$ cat src/assert_macros.svh
// Assertion helpers: clock clk, synchronous reset rst
`ifndef ASSERT_MACROS_SVH
`define ASSERT_MACROS_SVH

`define ASSERT_SAME(lbl, ante, cons) \
  lbl: assert property (@(posedge clk) disable iff (rst) (ante) |-> (cons)) \
    else $error("assertion failed");

`define ASSERT_NEXT(lbl, ante, cons) \
  lbl: assert property (@(posedge clk) disable iff (rst) (ante) |=> (cons)) \
    else $error("assertion failed");

`endif

$ cat src/ltilt_pkg.sv
package ltilt_pkg;

  localparam int SQRT_CELLS = 32;
  localparam int DIV_CELLS  = 32;
  localparam int ADDR_W     = 3;

  localparam logic [30:0]        COS_RESET = 31'd1073734951;
  localparam logic signed [31:0] SIN_RESET = 32'sd3841760;

  localparam logic signed [66:0] HALF_Q30 = 67'sd536870912;
  localparam logic signed [36:0] SAT_MAX  = 37'sd2147483647;
  localparam logic signed [36:0] SAT_MIN  = -37'sd2147483648;

  typedef enum logic {
    REG_COSINE = 1'b0,
    REG_SINE   = 1'b1
  } reg_idx_t;

  typedef struct packed {
    logic               valid;
    logic signed [31:0] x;
    logic signed [31:0] y;
    logic signed [31:0] z;
    logic               sx;
    logic               sy;
    logic [62:0]        mx;
    logic [62:0]        my;
    logic [63:0]        n;
    logic [33:0]        rem;
    logic [31:0]        root;
  } sqrt_stage_t;

  typedef struct packed {
    logic               valid;
    logic signed [31:0] x;
    logic signed [31:0] y;
    logic signed [31:0] z;
    logic               sx;
    logic               sy;
    logic [31:0]        r;
    logic [31:0]        px;
    logic [31:0]        lx;
    logic [31:0]        py;
    logic [31:0]        ly;
  } div_stage_t;

  typedef struct packed {
    logic               valid;
    logic signed [31:0] x;
    logic signed [31:0] y;
    logic signed [31:0] z;
    logic               on_axis;
  } result_t;

endpackage

$ cat src/ltilt_sqrt_cell.sv
module ltilt_sqrt_cell (
  input  logic                   clk,
  input  logic                   rst,
  input  logic                   en,
  input  ltilt_pkg::sqrt_stage_t d,
  output ltilt_pkg::sqrt_stage_t q
);
  import ltilt_pkg::*;

  logic [35:0] rem_sh, trial;
  logic        ge;
  sqrt_stage_t q_next;

  always_comb begin
    rem_sh      = {d.rem, d.n[63:62]};
    trial       = {2'b00, d.root, 2'b01};
    ge          = rem_sh >= trial;
    q_next      = d;
    q_next.n    = {d.n[61:0], 2'b00};
    q_next.rem  = ge ? 34'(rem_sh - trial) : rem_sh[33:0];
    q_next.root = {d.root[30:0], ge};
  end

  always_ff @(posedge clk) begin
    if (rst) begin
      q.valid <= 1'b0;
    end else if (en) begin
      q <= q_next;
    end
  end

endmodule

$ cat config.mk
export PLATFORM = sky130hd
export DESIGN_NAME = ltilt_sqrt_cell
export DESIGN_NICKNAME = d
export VERILOG_FILES = /design/src/assert_macros.svh /design/src/ltilt_pkg.sv /design/src/ltilt_sqrt_cell.sv
export SDC_FILE = /design/constraint.sdc
export NUM_CORES = 1
export LEC_CHECK = 0
export BUFFER_PORTS_ARGS = -buffer_cell sky130_fd_sc_hd__buf_2
export CAP_MARGIN = 20
export CELL_PAD_IN_SITES_DETAIL_PLACEMENT = 0
export CELL_PAD_IN_SITES_GLOBAL_PLACEMENT = 1
export CORE_AREA = 2 2 275 277
export DETAILED_ROUTE_END_ITERATION = 10
export DIE_AREA = 0 0 277 279
export HOLD_SLACK_MARGIN = 0.06
export PLACE_DENSITY = 0.54
export SYNTH_ARGS = -nofsm -noshare
export SYNTH_HDL_FRONTEND = slang
export SYNTH_SLANG_ARGS = --single-unit
$ cat constraint.sdc
create_clock -name clk -period 47.2 [get_ports clk]
set_input_delay 4.72 -clock clk [delete_from_list [all_inputs] [get_ports clk]]
set_output_delay 4.72 -clock clk [all_outputs]
set_load 0.1 [all_outputs]
# After elaboration in Yosys (flattened, before gate mapping)
# Cells that the tools add are included.
[totals]
ff_bits = 353
out_inout_bits = 355
word_cells = 16
in_bits = 358
[classes]
mux = 1
n_lt_le_gt_ge = 1
reduce_logical = 1
bitwise_logic = 1
add_sub_neg = 1
[op_table]
columns = ["cell", "n"]
rows = [
  ["36-bit by 34-bit >= comparator with 1-bit output", 1],
  ["34-bit 2-to-1 mux", 1],
  ["34-bit subtractor", 1],
  ["2-bit AND reduction", 1],
  ["1-bit NOT", 1],
]

# Logic depth before layout (Yosys ltp)
[logic_depth]
ltp_word = 2
mapped_depth = 13

# Worst setup path after synthesis
# Ideal clock, no wire load.
[synth_timing]
path_kind = "input port to flip-flop"
start = "in rst"
end = "reg q[0] in the netlist's numbering, enable pin"
setup_ns = 1.121
path_stages = 1
path_buffers = 0
path_slack_ns = 25.811
arrival_time_ns = 20.268
cell_sequence = "nor2b_1"
[synth_via]
elab_chain_len = 2
[synth_lines]
columns = ["item", "line", "source"]
rows = [
  ["start: declaration", "ltilt_sqrt_cell.sv:3", "input logic rst,"],
  ["1-bit NOT (no source line)", "n/a", ""],
  ["2-bit AND reduction (no source line)", "n/a", ""],
  ["end signal: assignment", "ltilt_sqrt_cell.sv:28", "q <= q_next;"],
  ["end: declaration", "ltilt_sqrt_cell.sv:6", "output ltilt_pkg::sqrt_stage_t q"],
]
# Every way passes these cells.
# A chain may end at the register's enable or synchronous reset.

# Final worst setup path
[layout_timing]
start = "in en"
end = "reg q[31] in the netlist's numbering, enable pin"
[layout_via]
elab_chain_len = 1
[layout_lines]
columns = ["item", "line", "source"]
rows = [
  ["start: declaration", "ltilt_sqrt_cell.sv:4", "input logic en,"],
  ["2-bit AND reduction (no source line)", "n/a", ""],
]
# Every way passes these cells.

==> impl_metrics.tcl <==
set metrics [dict create \
    num-fill-cells 7825 \
    status "finished, final reports clean" \
    crit_required_ns 47.37 \
    r2r_end "q[354]" \
    core_area_um2 74100 \
    cts.clk_slew.worst_paths_ns 0.06 \
    synth_flop_cell "edfxtp_1" \
    first_global_vias 9714 \
    largest_reg_flops 353 \
    grtUsageTotal 0.131 \
    finalCritPeriodShare 0.172 \
    synth_commonest_cells "352 x edfxtp_1, 48 x nand2_1, 41 x inv_1" \
    worstPathArrival_ns 8.28 \
    hold_depth 2 \
    final_layout_size_suffix_gt1_frac 0.525 \
    initial_utilization 0.175 \
    place_ws_ns 38.52 \
    regMostFlops "q" \
    reg2regPathDepth 2 \
    setup_ws_ns 39.09 \
    firstDrtPassIters 5 \
    hold_viol 0 \
    grt_overflow_total 0 \
    clock-root-buffer "clkbuf_16" \
    cts_buffer_depth 3 \
    design.portCount 713 \
    path_delay_family "buffers and inverters" \
    synthArstFlopShare 0 \
    relSlewSlack 0.299 \
    worstSetupEndpointType "flip-flop" \
    antenna_found_initial 18 \
    clock_latency_ns 0.55 \
    max_stage_delay_ns 0.91 \
    finalMaxSlewViolations 0 \
    synth.area.top_cells "edfxtp_1 81%, ha_1 3.3%, nand2_1 1.4%, a21o_1 1.2%, o21ai_1 1.2%" \
    critPathKind "in2reg" \
    grt_max_degree 81 \
    grt_pass1_wl_mm 73.2 \
    ctsResizeCount 0 \
    worstHoldStart "q[354]" \
    synth.yosys.seq_area_share 0.815 \
    post_cts_buffers 0 \
    place_congestion 0.838 \
    drc 0 \
    clock_skew_ns 0 \
    power_leakage_nw 7.96 \
    path_max_fanout 80 \
    multi_input_area_um2 2180 \
    rsz0062_at_grt "false" \
    yosysMostFrequentCell "edfxtp_1" \
    seq_area_um2 10600 \
    row_count 100 \
    finalWirelength_mm 53.2 \
    ys_types 58 \
    cp-start-kind "input pin" \
    synth_top_area_frac 0.814 \
    syn_area_per_cell_um2 18.0 \
    worstMarginPinSlew_ns 1.05 \
    ys_warn_count 0 \
    max_cap_viol_count 0 \
    die_width_um 277 \
    fin_util 0.257 \
    crit_path_top_delay_cell "buf_4" \
    synth_cells 722 \
    crit_buf_inv 4 \
    max_freq_ghz 0.123 \
    cpMostUsedCell "buf_4" \
    hp-class "reg2reg" \
    yosysTopAreaCell "edfxtp_1" \
    dp_hpwl_mm 42.9 \
    hold_path_end "q[354]" \
    drt_iter0_drc 646 \
    drtAntennaViolNets 0 \
    p_per_area_nw_per_um2 48.9 \
    finalSetupTns_ns 0 \
    clock-sinks 353 \
    fp.dieArea_um2 77300 \
    crit_chain "buf_2 > nor2b_4 > buf_4 > buf_4 > buf_4" \
    htreeDepth 2 \
    fin_nets 1862 \
    syn_to_final_growth_pct 46.7 \
    synth_area_um2 13000 \
    cts_tree "built" \
    r2r_slack_ns 46.62 \
    cts_buffers 43 \
    postCtsHoldBufs 0 \
    io_buffers 710 \
    avgRoutedWirePerCell_um 21.5 \
    vias 9312 \
    timing.rr.start "q[354]" \
    synth-edff-count 352 \
    ir_worst_vdd_v 0.0000194 \
    viasPerCell 3.77 \
    top_regs "q: 353 flops" \
    final.min_clock_period_ns 8.11 \
    die_h_um 279 \
    setup_viol 0 \
    ys_ff_latch 353 \
]
-- cell usage in the layout, fill, tap and decap left out, types with 15 or more instances in the layout --
cell type and n:
inv_1 41, a21o_1 21, xor2_1 16, nor2_1 15, buf_2 710, nand2_1 48, clkbuf_16 44, a21oi_1 26
edfxtp_1 352, o21ai_1 31, ha_1 34
-- logic make-up (layout without fill, tap and decap cells) --
kind of cell / count (synthesis) / after routing / share of synthesized area
compound gates: 129 / 129 / 0.0665
xor+xnor: 28 / 28 / 0.0189
fa+ha+maj: 34 / 34 / 0.0328
buf+inv: 56 / 833 / 0.0176
flops: 353 / 353 / 0.815
mux: 7 / 7 / 0.00568
other cells: 1 / 4 / 0.000289
simple gates: 114 / 114 / 0.0428
-- area by class of cell --
class | count | share of cell area
antenna | 2 | 0.000263
clock buffer | 54 | 0.0598
clock inverter | 21 | 0.00867
inverter | 42 | 0.00828
multi-input combinational | 314 | 0.114
sequential | 353 | 0.556
tap | 969 | 0.0637
timing repair buffer | 716 | 0.189
-- how the worst max path moves through the flow --
stage,from,endpoint,slack (ns),cells after the start
after detailed placement,en,q[236],38.52,5
after global routing,en,q[353],38.91,5
after floorplan,rst,q[0],25.81,1
after CTS,en,q[31],39.15,5
after global placement,en,q[236],38.71,5
final,en,q[31],39.09,5
-- stage by stage --
stage,total power [W],std cells,cell area (um2),hold slack [ns]
after floorplan,0.000581,723,13000,0.971
after global placement,0.000627,2394,17700,0.491
after detailed placement,0.000628,2394,17700,0.488
after CTS,0.000950,2469,19000,0.502
after global routing,0.000968,2470,19000,0.535
final,0.000932,2471,19000,0.504
-- routing by layer --
metal,part of all wire,routed length (um),GRT usage,vias up
met1,0.36,19200,0.138,4536
met3,0.081,4300,0.0474,69
met2,0.54,28500,0.245,427
met5,0.0014,76,0,-
met4,0.021,1140,0.0334,12
li1,-,-,-,4268
-- worst min-delay path: cells and delay by family, from the launching register on --
kind,cells,cell delay (ns)
DFF,1,0.32
and+or+nand+nor,1,0.09
muxes,1,0.06
-- power by group --
group / switching, W / internal [W]
combinational: 0.000203 / 0.0000382
sequential: 0.00000618 / 0.000372
clock: 0.000135 / 0.000177
No activity file was read; power rests on OpenSTA's default activity.
