`src/assert_macros.svh`:
```
// Assertion helpers: clock clk, synchronous reset rst
`ifndef ASSERT_MACROS_SVH
`define ASSERT_MACROS_SVH

`define ASSERT_SAME(lbl, ante, cons) \
  lbl: assert property (@(posedge clk) disable iff (rst) (ante) |-> (cons)) \
    else $error("assertion failed");

`define ASSERT_NEXT(lbl, ante, cons) \
  lbl: assert property (@(posedge clk) disable iff (rst) (ante) |=> (cons)) \
    else $error("assertion failed");

`endif

```
`src/ltilt_pkg.sv`:
```
package ltilt_pkg;

  localparam int SQRT_CELLS = 32;
  localparam int DIV_CELLS  = 32;
  localparam int ADDR_W     = 3;

  localparam logic [30:0]        COS_RESET = 31'd1073734951;
  localparam logic signed [31:0] SIN_RESET = 32'sd3841760;

  localparam logic signed [66:0] HALF_Q30 = 67'sd536870912;
  localparam logic signed [36:0] SAT_MAX  = 37'sd2147483647;
  localparam logic signed [36:0] SAT_MIN  = -37'sd2147483648;

  typedef enum logic {
    REG_COSINE = 1'b0,
    REG_SINE   = 1'b1
  } reg_idx_t;

  typedef struct packed {
    logic               valid;
    logic signed [31:0] x;
    logic signed [31:0] y;
    logic signed [31:0] z;
    logic               sx;
    logic               sy;
    logic [62:0]        mx;
    logic [62:0]        my;
    logic [63:0]        n;
    logic [33:0]        rem;
    logic [31:0]        root;
  } sqrt_stage_t;

  typedef struct packed {
    logic               valid;
    logic signed [31:0] x;
    logic signed [31:0] y;
    logic signed [31:0] z;
    logic               sx;
    logic               sy;
    logic [31:0]        r;
    logic [31:0]        px;
    logic [31:0]        lx;
    logic [31:0]        py;
    logic [31:0]        ly;
  } div_stage_t;

  typedef struct packed {
    logic               valid;
    logic signed [31:0] x;
    logic signed [31:0] y;
    logic signed [31:0] z;
    logic               on_axis;
  } result_t;

endpackage

```
`src/ltilt_div_cell.sv`:
```
module ltilt_div_cell (
  input  logic                  clk,
  input  logic                  rst,
  input  logic                  en,
  input  ltilt_pkg::div_stage_t d,
  output ltilt_pkg::div_stage_t q
);
  import ltilt_pkg::*;

  logic [32:0] tx, ty, rz;
  logic        gx, gy;
  div_stage_t  q_next;

  always_comb begin
    rz        = {1'b0, d.r};
    tx        = {d.px, d.lx[31]};
    ty        = {d.py, d.ly[31]};
    gx        = tx >= rz;
    gy        = ty >= rz;
    q_next    = d;
    q_next.px = gx ? 32'(tx - rz) : tx[31:0];
    q_next.py = gy ? 32'(ty - rz) : ty[31:0];
    q_next.lx = {d.lx[30:0], gx};
    q_next.ly = {d.ly[30:0], gy};
  end

  always_ff @(posedge clk) begin
    if (rst) begin
      q.valid <= 1'b0;
    end else if (en) begin
      q <= q_next;
    end
  end

endmodule

```
`config.mk`:
```
export PLATFORM = sky130hd
export DESIGN_NAME = ltilt_div_cell
export DESIGN_NICKNAME = d
export VERILOG_FILES = /design/src/assert_macros.svh /design/src/ltilt_pkg.sv /design/src/ltilt_div_cell.sv
export SDC_FILE = /design/constraint.sdc
export NUM_CORES = 1
export LEC_CHECK = 0
export BUFFER_PORTS_ARGS = -buffer_cell sky130_fd_sc_hd__buf_2
export CAP_MARGIN = 20
export CELL_PAD_IN_SITES_DETAIL_PLACEMENT = 1
export CELL_PAD_IN_SITES_GLOBAL_PLACEMENT = 1
export CORE_MARGIN = 8
export CORE_UTILIZATION = 33
export DETAILED_ROUTE_END_ITERATION = 6
export PLACE_DENSITY_LB_ADDON = 0.1
export SETUP_SLACK_MARGIN = 0.02
export SYNTH_ARGS = -nofsm -noshare
export SYNTH_HDL_FRONTEND = slang
export SYNTH_SLANG_ARGS = --single-unit
```
`constraint.sdc`:
```
create_clock -name clk -period 15.55 [get_ports clk]
set_input_delay 3.11 -clock clk [delete_from_list [all_inputs] [get_ports clk]]
set_output_delay 3.11 -clock clk [all_outputs]
set_load 0.05 [all_outputs]
```
== Word-level counts from Yosys, hierarchy flattened ==
Index checks and enable logic that the tools add are counted.

* Register bits: 259
* Output and inout bits: 259

* Muxes and demuxes: 2
* Bitwise gates (word level): 1
* $add $sub $neg: 2
* $lt $le $gt $ge: 2
* Reduce and logical (&&, ||, !) cells: 1

{| class="wikitable"
|+ Operators with widths
! cell !! count
|-
| 33-bit by 32-bit greater-or-equal comparator with 1-bit output || 2
|-
| 32-bit two-way mux || 2
|-
| 32-bit subtractor || 2
|-
| 2-bit AND reduction || 1
|-
| 1-bit NOT || 1
|}

== Logic depth before layout (Yosys ltp) ==
* Depth in word-level cells: 2
* Depth in mapped cells: 14

== Least setup slack after synthesis ==
OpenSTA, ideal clock, no wires.

* Path kind: input to register
* Start point: input port rst
* End point: register q[0] (netlist bit), enable pin
* Path buffers: 0
* Library setup time: 0.917 ns
* Stages: 1
* Required time: 14.633 ns
* Slack: 0.116 ns
* Data arrival time: 14.517 ns
* Cells stage by stage: nor2b_1

* Word-level cells in the longest chain between the ends: 2

{| class="wikitable"
|+ RTL lines
! what !! RTL line !! text
|-
| start, declared || ltilt_div_cell.sv:3 || <nowiki>input logic rst,</nowiki>
|-
| 1-bit NOT (no source line) || -- ||
|-
| 2-bit AND reduction (no source line) || -- ||
|-
| end signal, assigned || ltilt_div_cell.sv:31 || <nowiki>q <= q_next;</nowiki>
|-
| end, declared || ltilt_div_cell.sv:6 || <nowiki>output ltilt_pkg::div_stage_t q</nowiki>
|}

Every way passes these cells.
A chain may end at the register's enable or synchronous reset.

==> flow_metrics.py <==
metrics = {
    "status": {
        "outcome": "complete, no violations",
    },
    "cells_and_area": {
        "layout.cells.non_filler": 1938,
        "multi_input_area_mm2": 0.00397,
        "layout_common_cells": "sky130_fd_sc_hd__buf_2 (520), sky130_fd_sc_hd__edfxtp_1 (258), sky130_fd_sc_hd__a21oi_1 (91)",
        "fin_nets": 1773,
        "final-seq-area_mm2": 0.00777,
        "syn2layout_area_growth_pct": 34.1,
        "regMostFlops": "q",
        "largest_registers": "q: 259 flops",
        "drive_gt1_share_pct": 40.2,
        "finish.instance_area_mm2": 0.0162,
        "fill_cells": 3993,
        "largest_register_ffs": 259,
        "layout_commonest_cell": "sky130_fd_sc_hd__buf_2",
    },
    "worst_hold_path": {
        "worst_hold_path_type": "reg2reg",
    },
    "pwr": {
        "totalPowerFinal_mw": 2.04,
        "clock_power_share_pct": 33.3,
        "leakagePower_nw": 6.99,
        "comb_power_share_pct": 25.1,
        "cell_internal_pwr_mw": 1.37,
        "seq_power_share_pct": 41.7,
        "p_switching_mw": 0.666,
        "power.share.switching_pct": 32.7,
        "ir_worst_vdd_mv": 0.0708,
        "power_density_mw_per_mm2": 126,
    },
    "synth": {
        "number_of_flops_mapped_to_enable_cells_by_yosys": 258,
        "postSynthAreaPerCell_um2": 13.3,
        "yosysSeqAreaShare_pct": 64.5,
        "ys_seq_elements": 259,
        "yosys.cell_types.count": 66,
        "ys.warnings.count": 0,
        "synth_async_sr_flop_share_pct": 0,
        "ys_dominant_reg_cell": "sky130_fd_sc_hd__edfxtp_1",
        "synth_nets": 1236,
        "synth_cell_area_mm2": 0.0121,
        "postSynthCellCount": 908,
    },
    "routing": {
        "vias": 9612,
        "drt-total-wl_mm": 48.8,
        "detail_route.first_pass.iterations": 4,
        "route.detailed.vias_per_inst": 4.96,
        "drt_drc_violations_left": 0,
        "route.detailed.wl_per_inst_um": 25.2,
        "drt_first_iter_violations": 596,
        "antenna_left": 0,
    },
    "global_route": {
        "antenna_found_initial": 21,
        "grt_max_degree": 78,
        "global_route_wire_length_before_repair_mm": 70.5,
        "grt-ovfl-total": 0,
        "number_of_global_route_vias_before_repair": 10100,
        "grt.total_usage_pct": 21.9,
    },
    "timing": {
        "setup_repair_after_global_routing_missed_its_margin": "no",
        "worst_setup_skew_after_layout_ns": 0,
        "timing_worst_slew_pin_value_ns": 1.03,
        "final_max_slew_viol_count": 0,
        "finalCritPeriodShare_pct": 39.8,
        "hold_violations": 0,
        "slew_headroom_pct": 31.2,
        "fmax_mhz": 162,
        "layout_min_cycle_time_ns": 6.18,
        "fin_tns_setup_ns": 0,
        "setup-violations-final": 0,
    },
    "cts": {
        "cts_tree": "built",
        "htree_num_levels": 1,
        "path_clk_slew_ns": 0.06,
        "root_buffer": "sky130_fd_sc_hd__clkbuf_16",
        "postCtsSetupRepairBufs": 0,
        "post_cts_resize_count": 0,
        "cts-hold-fix-buffers": 0,
        "cts_made_buffers": 31,
        "clock_insertion_delay_worst_skew_ns": 0.56,
        "clock_sinks": 259,
        "clock_path_buffers": 3,
    },
    "floorplan": {
        "die_w_um": 207,
        "start_util_pct": 33.2,
        "die_h_um": 207,
        "placementRows": 70,
        "die-area_mm2": 0.0429,
        "core_mm2": 0.0363,
        "pin_count": 521,
    },
    "critical_path": {
        "timing.critical_path.required_ns": 15.86,
        "crit_path_max_fanout": 34,
        "timing.critical_path.arrival_ns": 6.49,
        "critical_path_sink_type": "flip-flop",
        "criticalPathCategory": "in2reg",
        "worstSetupStartpointType": "input pin",
    },
    "job": {
        "drv.max_cap_violation_count": 0,
    },
    "placed_design": {
        "dpl.hpwl_mm": 40.2,
        "placed_cell_area_mm2": 0.0152,
        "port_buffers": 520,
        "numPlacedInstances": 1879,
        "gpl.final_weighted_congestion": 0.882,
    },
}
## cells by family after synthesis
group | synth area share (%)
buffers and inverters | 2.74
AOI/OAI and AO/OA | 12.5
muxes | 2.08
DFF | 64.5
and+or+nand+nor | 7.40
adders and majority gates | 6.98
xor gates and xnor gates | 3.85
## worst max-delay path, cell delays in order
cell and delay [ns]:
sky130_fd_sc_hd__buf_2 0.14, sky130_fd_sc_hd__inv_1 0.08, sky130_fd_sc_hd__ha_1 0.29, sky130_fd_sc_hd__nor2b_1 0.19, sky130_fd_sc_hd__o21bai_1 0.11, sky130_fd_sc_hd__a311o_1 0.35, sky130_fd_sc_hd__a311o_1 0.38, sky130_fd_sc_hd__a2111oi_2 0.35
sky130_fd_sc_hd__o31ai_1 0.15, sky130_fd_sc_hd__a21oi_4 0.46, sky130_fd_sc_hd__buf_4 0.47, sky130_fd_sc_hd__mux2_2 0.38
## routing by layer
layer,part of all wire (%),wire length [um],global-route usage (%),vias to the layer above
met4,2.7,1310,6.19,22
li1,-,-,-,4515
met2,51,24700,39.3,322
met1,39,18800,24.5,4666
met5,0.25,123,0,-
met3,7.8,3800,7.40,87
## metrics by stage
| stage | util [%] | worst slack (ns) | hold WS [ns] |
|---|---|---|---|
| 2_1_floorplan | - | 0.116 | 0.733 |
| 3_3_place_gp | 41.9 | 8.85 | 0.473 |
| 3_5_place_dp | 41.9 | 8.73 | 0.490 |
| 4_1_cts | 44.5 | 9.32 | 0.504 |
| 5_1_grt | 44.5 | 9.12 | 0.547 |
| 6_report | 44.6 | 9.37 | 0.497 |
## worst paths after layout
check             startpoint  endpoint  slack [ns]  cells past startpoint
setup / recovery      d[129]    q[124]        9.37                     12
hold / removal        q[258]    q[258]        0.50                      2
setup reg to reg      q[258]    q[258]       14.97                      2
hold reg to reg       q[258]    q[258]        0.50                      2
## synthesized netlist by cell type (all sizes together), types with 2 or more instances
| cell | number | area (um2) |
|---|---|---|
| edfxtp | 258 | 7750 |
| a21oi | 93 | 480 |
| nor2 | 81 | 304 |
| ha | 64 | 801 |
| inv | 58 | 218 |
| nand2 | 39 | 146 |
| o21ai | 31 | 155 |
| xnor2 | 29 | 254 |
| a21o | 27 | 203 |
| xor2 | 24 | 210 |
| mux2 | 21 | 240 |
| nand3 | 15 | 75.1 |
| clkbuf | 13 | 48.8 |
| nand4 | 12 | 75.1 |
| nor3 | 12 | 60.1 |
| o21a | 12 | 90.1 |
| a31oi | 11 | 68.8 |
| buf | 10 | 63.8 |
| nor2b | 10 | 62.6 |
| o21bai | 10 | 75.1 |
| and3 | 6 | 37.5 |
| nand2b | 6 | 37.5 |
| o31ai | 6 | 50.1 |
| a211oi | 4 | 30.0 |
| a221oi | 4 | 35.0 |
| o211ai | 4 | 30.0 |
| a211o | 3 | 26.3 |
| and2 | 3 | 18.8 |
| o311ai | 3 | 26.3 |
| o31a | 3 | 26.3 |
| a21boi | 2 | 15.0 |
| a311o | 2 | 20.0 |
| a41oi | 2 | 17.5 |
| and4 | 2 | 17.5 |
| fa | 2 | 40.0 |
| nor4 | 2 | 12.5 |
| o2111a | 2 | 22.5 |
| o2111ai | 2 | 17.5 |
| o221ai | 2 | 17.5 |
| o32ai | 2 | 17.5 |
## layout make-up
cell class	instances	share of cell area (%)
flip-flops and latches	259	48.1
multi-input cells	568	24.6
repair buffers	527	16.5
clock buffers	35	4.89
well taps	468	3.62
inverters	58	1.35
clock inverters	17	0.883
diodes	6	0.0929
## power groups by stage
| stage | Sequential (mW) | Clock (mW) | Combinational [mW] |
|---|---|---|---|
| 2_1_floorplan | 1.06 | 0 | 0.168 |
| 3_3_place_gp | 0.862 | 0 | 0.510 |
| 3_5_place_dp | 0.864 | 0 | 0.514 |
| 4_1_cts | 0.850 | 0.702 | 0.517 |
| 5_1_grt | 0.855 | 0.728 | 0.545 |
| 6_report | 0.849 | 0.678 | 0.511 |
No activity file was read; power rests on OpenSTA's default activity.
